==> config.mk <==
export PLATFORM = sky130hd
export DESIGN_NAME = keyed_login_stream_encoder_core
export DESIGN_NICKNAME = d
export VERILOG_FILES = /design/src/rtl/kls_pkg.sv /design/src/rtl/kls_queue.sv /design/src/rtl/kls_front.sv /design/src/rtl/kls_back.sv /design/src/rtl/keyed_login_stream_encoder_core.sv
export VERILOG_INCLUDE_DIRS = /design/src /design/src/rtl
export SDC_FILE = /design/constraint.sdc
export NUM_CORES = 1
export LEC_CHECK = 0
export BUFFER_PORTS_ARGS = -buffer_cell sky130_fd_sc_hd__buf_4
export CORE_AREA = 10 10 161 163
export DETAILED_ROUTE_END_ITERATION = 6
export DIE_AREA = 0 0 171 173
export PLACE_DENSITY_LB_ADDON = 0.08
export SLEW_MARGIN = 20
export SYNTH_ARGS = -nofsm -noshare
export SYNTH_HDL_FRONTEND = slang
export SYNTH_HIERARCHICAL = 1
export SYNTH_SLANG_ARGS = --single-unit
==> constraint.sdc <==
create_clock -name clk -period 9.35 [get_ports clk]
set_clock_uncertainty 0.15 [all_clocks]
set_input_delay 1.4025 -clock clk [delete_from_list [all_inputs] [get_ports clk]]
set_output_delay 1.4025 -clock clk [all_outputs]
set_load 0.05 [all_outputs]
==> src/rtl/keyed_login_stream_encoder_core_assert.svh <==
// Assertion macros for the keyed login stream encoder.
`ifndef KEYED_LOGIN_STREAM_ENCODER_CORE_ASSERT_SVH
`define KEYED_LOGIN_STREAM_ENCODER_CORE_ASSERT_SVH

`ifndef SYNTHESIS

// Same-cycle implication, disabled during reset.
`define KLS_ASSERT_IMPLY(label, clk, rst, lhs, rhs) \
  label: assert property (@(posedge clk) disable iff (rst) (lhs) |-> (rhs)) \
    else $error("kls: same-cycle check failed");

// Next-cycle implication, disabled during reset.
`define KLS_ASSERT_NEXT(label, clk, rst, lhs, rhs) \
  label: assert property (@(posedge clk) disable iff (rst) (lhs) |=> (rhs)) \
    else $error("kls: next-cycle check failed");

`else

`define KLS_ASSERT_IMPLY(label, clk, rst, lhs, rhs)
`define KLS_ASSERT_NEXT(label, clk, rst, lhs, rhs)

`endif

`endif

==> src/rtl/kls_pkg.sv <==
// Shared types, constants and functions of the keyed login stream encoder.
package kls_pkg;

  // Function codes of an input item
  localparam logic FUNC_START = 1'b0;
  localparam logic FUNC_DATA  = 1'b1;

  // Key store geometry
  localparam int KEY_MAX   = 5;
  localparam int KEY_IDX_W = 3;

  // Hash weights of the four address octets
  localparam logic [15:0] HASH_W_A = 16'd54;
  localparam logic [15:0] HASH_W_B = 16'd41;
  localparam logic [15:0] HASH_W_C = 16'd29;
  localparam logic [15:0] HASH_W_D = 16'd17;

  // Reciprocal of ten, exact for values below 81920 with a shift of 19
  localparam logic [31:0] DIV10_RECIP = 32'd52429;
  localparam int          DIV10_SHIFT = 19;

  // Modulus of the running value
  localparam logic [8:0] MOD_VALUE = 9'd255;

  // ASCII digit prefix
  localparam logic [3:0] ASCII_DIGIT_HI = 4'h3;

  // Default depth of the byte queue between front and back
  localparam int QUEUE_DEPTH_DEF = 4;

  typedef struct packed {
    logic       func;
    logic [7:0] value;
  } kls_in_t;

  typedef struct packed {
    logic [6:0] hex_char;
    logic       last;
  } kls_out_t;

  // Byte handed from front to queue
  typedef struct packed {
    logic       valid;
    logic [7:0] data;
  } kls_byte_req_t;

  // Head of the queue as seen by the back
  typedef struct packed {
    logic       avail;
    logic [7:0] data;
  } kls_qhead_t;

  // Uppercase ASCII hex digit of a nibble
  function automatic logic [6:0] hex_of(input logic [3:0] nib);
    logic [6:0] c;
    if (nib < 4'd10) begin
      c = 7'd48 + {3'b000, nib};
    end else begin
      c = 7'd55 + {3'b000, nib};
    end
    return c;
  endfunction

endpackage

==> src/rtl/kls_queue.sv <==
// Short byte queue between the front and the back of the encoder.
module kls_queue import kls_pkg::*; #(
  parameter int DEPTH = QUEUE_DEPTH_DEF
) (
  input  logic          clk,
  input  logic          rst,
  input  kls_byte_req_t req,
  output logic          full,
  output kls_qhead_t    head,
  input  logic          take
);

  localparam int AW = (DEPTH > 1) ? $clog2(DEPTH) : 1;
  localparam int CW = $clog2(DEPTH + 1);

  logic [7:0]    mem [DEPTH];
  logic [AW-1:0] wr_ptr;
  logic [AW-1:0] rd_ptr;
  logic [CW-1:0] count;
  logic          do_push;
  logic          do_pop;

  assign full    = (count == CW'(DEPTH));
  assign do_push = req.valid && !full;
  assign do_pop  = take && (count != '0);

  assign head.avail = (count != '0);
  assign head.data  = mem[rd_ptr];

  // Store pushed bytes
  always_ff @(posedge clk) begin
    if (do_push) begin
      mem[wr_ptr] <= req.data;
    end
  end

  // Advance pointers and occupancy
  always_ff @(posedge clk) begin
    if (rst) begin
      wr_ptr <= '0;
      rd_ptr <= '0;
      count  <= '0;
    end else begin
      if (do_push) begin
        wr_ptr <= (wr_ptr == AW'(DEPTH - 1)) ? '0 : wr_ptr + AW'(1);
      end
      if (do_pop) begin
        rd_ptr <= (rd_ptr == AW'(DEPTH - 1)) ? '0 : rd_ptr + AW'(1);
      end
      if (do_push && !do_pop) begin
        count <= count + CW'(1);
      end else if (!do_push && do_pop) begin
        count <= count - CW'(1);
      end
    end
  end

endmodule

==> src/rtl/kls_front.sv <==
// Front of the encoder: accepts items, builds the key, updates the running value.
module kls_front import kls_pkg::*; (
  input  logic          clk,
  input  logic          rst,
  input  logic          push,
  output logic          full,
  input  kls_in_t       item,
  input  logic [31:0]   server_ip,
  input  logic          q_full,
  output kls_byte_req_t req
);

  typedef enum logic [1:0] {
    ST_IDLE = 2'b01,
    ST_KEY  = 2'b10
  } kls_front_st_t;

  kls_front_st_t        state;
  kls_front_st_t        state_next;
  logic [7:0]           running_value;
  logic [3:0]           key_rev [KEY_MAX];
  logic [KEY_IDX_W-1:0] key_length;
  logic [KEY_IDX_W-1:0] key_position;
  logic [15:0]          hash;
  logic [KEY_IDX_W-1:0] digit_cnt;

  logic                 accept;
  logic [15:0]          hash_in;
  logic [8:0]           sum;
  logic [7:0]           mod_val;
  logic [KEY_IDX_W-1:0] key_idx;
  logic [7:0]           data_val;
  logic [31:0]          prod;
  logic [15:0]          quot;
  logic [15:0]          quot_x10;
  logic [3:0]           rem;
  logic                 key_done;

  assign full   = (state != ST_IDLE) || q_full;
  assign accept = push && !full;

  // Weighted hash of the address octets
  assign hash_in = HASH_W_A * {8'd0, server_ip[31:24]}
                 + HASH_W_B * {8'd0, server_ip[23:16]}
                 + HASH_W_C * {8'd0, server_ip[15:8]}
                 + HASH_W_D * {8'd0, server_ip[7:0]};

  // Running value update for a data byte
  assign sum     = {1'b0, running_value} + {1'b0, item.value};
  assign mod_val = (sum >= {MOD_VALUE[7:0], 1'b0}) ? 8'd0 :
                   (sum >= MOD_VALUE) ? 8'(sum - MOD_VALUE) : sum[7:0];
  assign key_idx  = key_length - KEY_IDX_W'(1) - key_position;
  assign data_val = mod_val ^ {ASCII_DIGIT_HI, key_rev[key_idx]};

  // One decimal digit per cycle, least significant first
  assign prod     = {16'd0, hash} * DIV10_RECIP;
  assign quot     = {3'b000, prod[31:DIV10_SHIFT]};
  assign quot_x10 = quot * 16'd10;
  assign rem      = 4'(hash - quot_x10);
  assign key_done = (quot == 16'd0) || (digit_cnt == KEY_IDX_W'(KEY_MAX - 1));

  // Hand the byte to emit to the queue
  always_comb begin
    req.valid = accept;
    req.data  = (item.func == FUNC_START) ? item.value : data_val;
  end

  // Next state
  always_comb begin
    state_next = state;
    unique case (state)
      ST_IDLE: begin
        if (accept && item.func == FUNC_START) begin
          state_next = ST_KEY;
        end
      end
      ST_KEY: begin
        if (key_done) begin
          state_next = ST_IDLE;
        end
      end
      default: state_next = ST_IDLE;
    endcase
  end

  // Key state and running value
  always_ff @(posedge clk) begin
    if (rst) begin
      state         <= ST_IDLE;
      running_value <= 8'd0;
      key_length    <= KEY_IDX_W'(1);
      key_position  <= '0;
      digit_cnt     <= '0;
      for (int i = 0; i < KEY_MAX; i++) begin
        key_rev[i] <= 4'd0;
      end
    end else begin
      state <= state_next;
      if (accept) begin
        if (item.func == FUNC_START) begin
          running_value <= item.value;
          key_position  <= '0;
          digit_cnt     <= '0;
        end else begin
          running_value <= data_val;
          key_position  <= (key_position + KEY_IDX_W'(1) == key_length) ? '0 :
                           key_position + KEY_IDX_W'(1);
        end
      end
      if (state == ST_KEY) begin
        key_rev[digit_cnt] <= rem;
        digit_cnt          <= digit_cnt + KEY_IDX_W'(1);
        if (key_done) begin
          key_length <= digit_cnt + KEY_IDX_W'(1);
        end
      end
    end
  end

  // Hash register for the digit loop
  always_ff @(posedge clk) begin
    if (accept && item.func == FUNC_START) begin
      hash <= hash_in;
    end else if (state == ST_KEY) begin
      hash <= quot;
    end
  end

endmodule

==> src/rtl/kls_back.sv <==
// Back of the encoder: splits each queued byte into two hex characters.
module kls_back import kls_pkg::*; (
  input  logic       clk,
  input  logic       rst,
  input  kls_qhead_t head,
  output logic       take,
  output logic       empty,
  input  logic       pop,
  output kls_out_t   result
);

  logic [7:0] byte_reg;
  logic       valid;
  logic       phase;
  logic       load;

  assign empty = !valid;
  assign load  = !valid || (pop && phase);
  assign take  = load && head.avail;

  assign result.hex_char = phase ? hex_of(byte_reg[3:0]) : hex_of(byte_reg[7:4]);
  assign result.last     = phase;

  // Load the next byte or step to the low nibble
  always_ff @(posedge clk) begin
    if (rst) begin
      valid <= 1'b0;
      phase <= 1'b0;
    end else if (load) begin
      valid <= head.avail;
      phase <= 1'b0;
    end else if (pop) begin
      phase <= 1'b1;
    end
  end

  // Hold the byte being emitted
  always_ff @(posedge clk) begin
    if (take) begin
      byte_reg <= head.data;
    end
  end

endmodule

==> src/rtl/keyed_login_stream_encoder_core.sv <==
// Top level of the keyed login stream encoder.
//
//   channel   handshake        payload
//   -------   -------------    -------------------------------
//   item      push / full      func, value (kls_in_t)
//   result    pop / empty      hex_char, last (kls_out_t)
//   config    cfg_we           cfg_data, server address
//
// Each item yields two transactions on result, one character per cycle while pop is held,
// so the one-character result port sets the sustained item rate.
// A start item holds full high while the key is built one decimal digit per cycle;
// data items enter back to back while the queue has room.
// Reset clears the key to the single digit zero; no clearing pass.
// The byte queue lets intake continue while results are stalled.
`include "keyed_login_stream_encoder_core_assert.svh"

module keyed_login_stream_encoder_core import kls_pkg::*; #(
  parameter int QUEUE_DEPTH = QUEUE_DEPTH_DEF
) (
  input  logic        clk,
  input  logic        rst,
  input  logic        push,
  output logic        full,
  input  kls_in_t     item,
  output logic        empty,
  input  logic        pop,
  output kls_out_t    result,
  input  logic        cfg_we,
  input  logic [31:0] cfg_data
);

  logic [31:0]   server_ip;
  logic          q_full;
  kls_byte_req_t req;
  kls_qhead_t    head;
  logic          take;

  // Hold the server address register
  always_ff @(posedge clk) begin
    if (rst) begin
      server_ip <= 32'd0;
    end else if (cfg_we) begin
      server_ip <= cfg_data;
    end
  end

  kls_front u_front (
    .clk       (clk),
    .rst       (rst),
    .push      (push),
    .full      (full),
    .item      (item),
    .server_ip (server_ip),
    .q_full    (q_full),
    .req       (req)
  );

  kls_queue #(
    .DEPTH (QUEUE_DEPTH)
  ) u_queue (
    .clk  (clk),
    .rst  (rst),
    .req  (req),
    .full (q_full),
    .head (head),
    .take (take)
  );

  kls_back u_back (
    .clk    (clk),
    .rst    (rst),
    .head   (head),
    .take   (take),
    .empty  (empty),
    .pop    (pop),
    .result (result)
  );

  // A start transaction blocks intake while the key is built
  `KLS_ASSERT_NEXT(a_start_blocks, clk, rst, push && !full && item.func == FUNC_START, full)

  // The high character is always followed by its low character
  `KLS_ASSERT_NEXT(a_low_follows, clk, rst, pop && !empty && !result.last, !empty && result.last)

  // Every shown character is an uppercase hex digit
  `KLS_ASSERT_IMPLY(a_hex_range, clk, rst, !empty,
    (result.hex_char >= 7'd48 && result.hex_char <= 7'd57) ||
    (result.hex_char >= 7'd65 && result.hex_char <= 7'd70))

endmodule

==> qor.yml <==
layout:
  top_regs: "server_ip: 32 flops, u_front/key_rev: 32 flops, u_queue/mem: 32 flops"
  fillers: 1675
  num_antenna_cells: 0
  drive_gt1_frac: 0.0854
  finalNetCount: 2017
  syn2layout_area_growth_pct: 7.62
worst_setup_path:
  reg2regPathDepth: 21
  r2r_start: "u_front/hash[3]"
  cp_max_fo: 6
  rrSetupSlack_ns: 2.19
  crit_arrival_ns: 7.16
  timing.rr.end: "u_front/key_rev[5][3]"
  worstSetupPathType: "flip-flop to flip-flop"
  cp-end-kind: "flip-flop"
  critPathLaunchType: "flip-flop"
  crit_required_ns: 9.34
routing:
  ant_nets: 0
  vias: 10700
  drt_wl_total_um: 34800
  drtPass1Iterations: 5
  drt-wirelength-per-cell_um: 18.7
  first_iter_violations: 787
  vias_per_cell: 5.76
  drc: 0
sta:
  fin_setup_tns_ns: 0
  min_period_over_period: 0.766
  rsz0062_at_grt: "false"
  relSlewSlack: 0.303
  tightest_slew_ns: 1.04
  setup_violations: 0
  slew_violations: 0
  max_freq_ghz: 0.140
  min_period_ns: 7.16
  hold_viol: 0
floorplan:
  die_h_um: 173
  fp-row-count: 55
  io_pins: 56
  die_area_um2: 29600
  initial_core_util: 0.693
  die_w_um: 171
  core_um2: 22600
global_route:
  grt_max_degree: 63
  use_met3: 0.0522
  grt_first_pass_wirelength_um: 57600
  top_usage_layer: "met2"
  grt_overflow: 0
  grt_use_total: 0.246
  antenna_found_initial: 0
  met2_usage: 0.402
  grt_pass1_vias: 11300
  met1_usage: 0.327
synthesis:
  synthAdderAreaFrac: 0.396
  synth_compound_area_frac: 0.0882
  syn_area_um2: 15700
  synthesis.nets: 1976
  synthFlopType: "edfxtp_1"
  yosysUniqueCellTypes: 83
  synth-simple-area-share: 0.0878
  synthMuxAreaShare: 0.0529
  ys_seq_area_frac: 0.248
  synth_xor_area_frac: 0.0341
  synth_top_area_cell: "ha_1"
  synthDominantCellAreaShare: 0.201
  synthTopCellsByCount: "inv_1 (324), ha_1 (252), fa_1 (152)"
  yosysMostFrequentCell: "inv_1"
  syn_inst: 1526
  yosys-top-cells-area: "ha_1 (20%), fa_1 (19%), edfxtp_1 (17%), dfxtp_1 (7.9%), inv_1 (7.8%)"
  synth-seq-cells: 150
  synth_edf_count: 88
  syn_area_per_cell_um2: 10.3
  yosys_warnings: 6
  synth_top_family_by_area: "adder cells"
  async_reset_ff_frac: 0
hold_path:
  hp-start: "u_back/valid"
  hold_path_end: "u_back/phase"
  min_path_cells: 2
  hp-class: "flip-flop to flip-flop"
clocking:
  clockBufferDepth: 2
  clockRootBuffer: "clkbuf_16"
  cts_setup_buffers: 0
  clock_latency_ns: 0.44
  cts_buffers: 17
  clk_pin_slew_ns: 0.08
  cts_hold_buf: 0
  post_cts_resized: 0
  cts_sinks: 150
  htree_num_levels: 4
  tritoncts: "yes"
placed_design:
  gp_congestion: 0.949
  portBuffers: 55
  post-dp-hpwl_um: 28200
job:
  cap_viol_max_count: 0
outcome:
  status: "finished clean"
kinds of logic (layout without fill, tap and decap cells):
logic type      after synthesis  after routing
compound gates              198            198
flops                       150            150
mux                          62             62
buf+inv                     360            414
fa+ha+maj                   404            404
simple gates                291            291
xor+xnor                     61             61
worst max path at each step:
stage / from / to / cells past startpoint
final: u_front/hash[3] / u_front/key_rev[5][3] / 21
after global routing: u_front/hash[3] / u_front/key_rev[7][3] / 21
after CTS: u_front/hash[3] / u_front/key_rev[5][3] / 22
after detailed placement: u_front/hash[3] / u_front/key_rev[5][3] / 22
after global placement: u_front/hash[3] / u_front/key_rev[5][3] / 21
after floorplan: u_front/hash[3] / u_front/key_rev[5][3] / 22
area by class of cell:
cell class | instances | area (um^2) | area share
well taps | 285 | 357 | 0.0212
flip-flops and latches | 150 | 3880 | 0.231
clock buffers | 17 | 425 | 0.0253
clock inverters | 15 | 200 | 0.0119
multi-input cells | 1016 | 10300 | 0.612
inverters | 327 | 1250 | 0.0744
repair buffers | 55 | 413 | 0.0245
cells in the final DEF (no fill, tap or decap), drive strengths merged, types with 4 or more instances in the layout:
master	netlist	routed
clkinv	1	7
nor2b	9	9
o31ai	7	7
edfxtp	88	88
o211ai	9	9
xor2	26	26
inv	325	333
nor3b	4	4
and3	7	7
clkbuf	17	17
o22ai	4	4
o21bai	5	5
a31oi	5	5
dfxtp	62	62
ha	252	252
nand2	69	69
or3	14	14
xnor2	35	35
mux2i	40	40
mux2	6	6
a211oi	8	8
o21ai	42	42
nand2b	10	10
fa	152	152
nor3	15	15
nor2	111	111
mux4	16	16
nand3	23	23
a21boi	7	7
buf	16	55
o21a	7	7
and2	6	6
a21oi	54	54
o2111ai	4	4
nor4	4	4
nand4	6	6
a21o	20	20
per-stage QoR:
step | hold WS (ns) | worst slack [ns] | cells | cell area (um^2) | util
after floorplan | 0.290 | 2.90 | 1526 | 15700 | -
after global placement | 0.294 | 2.47 | 1833 | 16200 | 0.719
after detailed placement | 0.312 | 2.32 | 1833 | 16200 | 0.719
after CTS | 0.319 | 2.26 | 1865 | 16800 | 0.746
after global routing | 0.362 | 1.70 | 1865 | 16800 | 0.746
final | 0.321 | 2.19 | 1865 | 16800 | 0.746
per-layer routing:
metal,part of all wire,up-vias
li1,-,5173
met1,0.44,5257
met2,0.48,276
met3,0.058,43
met4,0.017,0
met5,0,-
critical path, stage by stage, from the launching register on:
cell	delay, ns
edfxtp_1	0.54
ha_1	0.40
inv_1	0.07
fa_1	0.53
inv_1	0.06
fa_1	0.51
fa_1	0.52
fa_1	0.54
inv_1	0.05
fa_1	0.53
inv_1	0.04
ha_1	0.31
nand3_1	0.10
nor2_1	0.19
o211ai_1	0.21
o311ai_0	0.44
xor2_1	0.22
fa_1	0.45
xnor2_1	0.20
xnor2_1	0.10
xnor2_1	0.53
inv_1	0.17
Power is not shown: default switching activity piles up to over one toggle a cycle in this logic, so the estimate is an artifact.
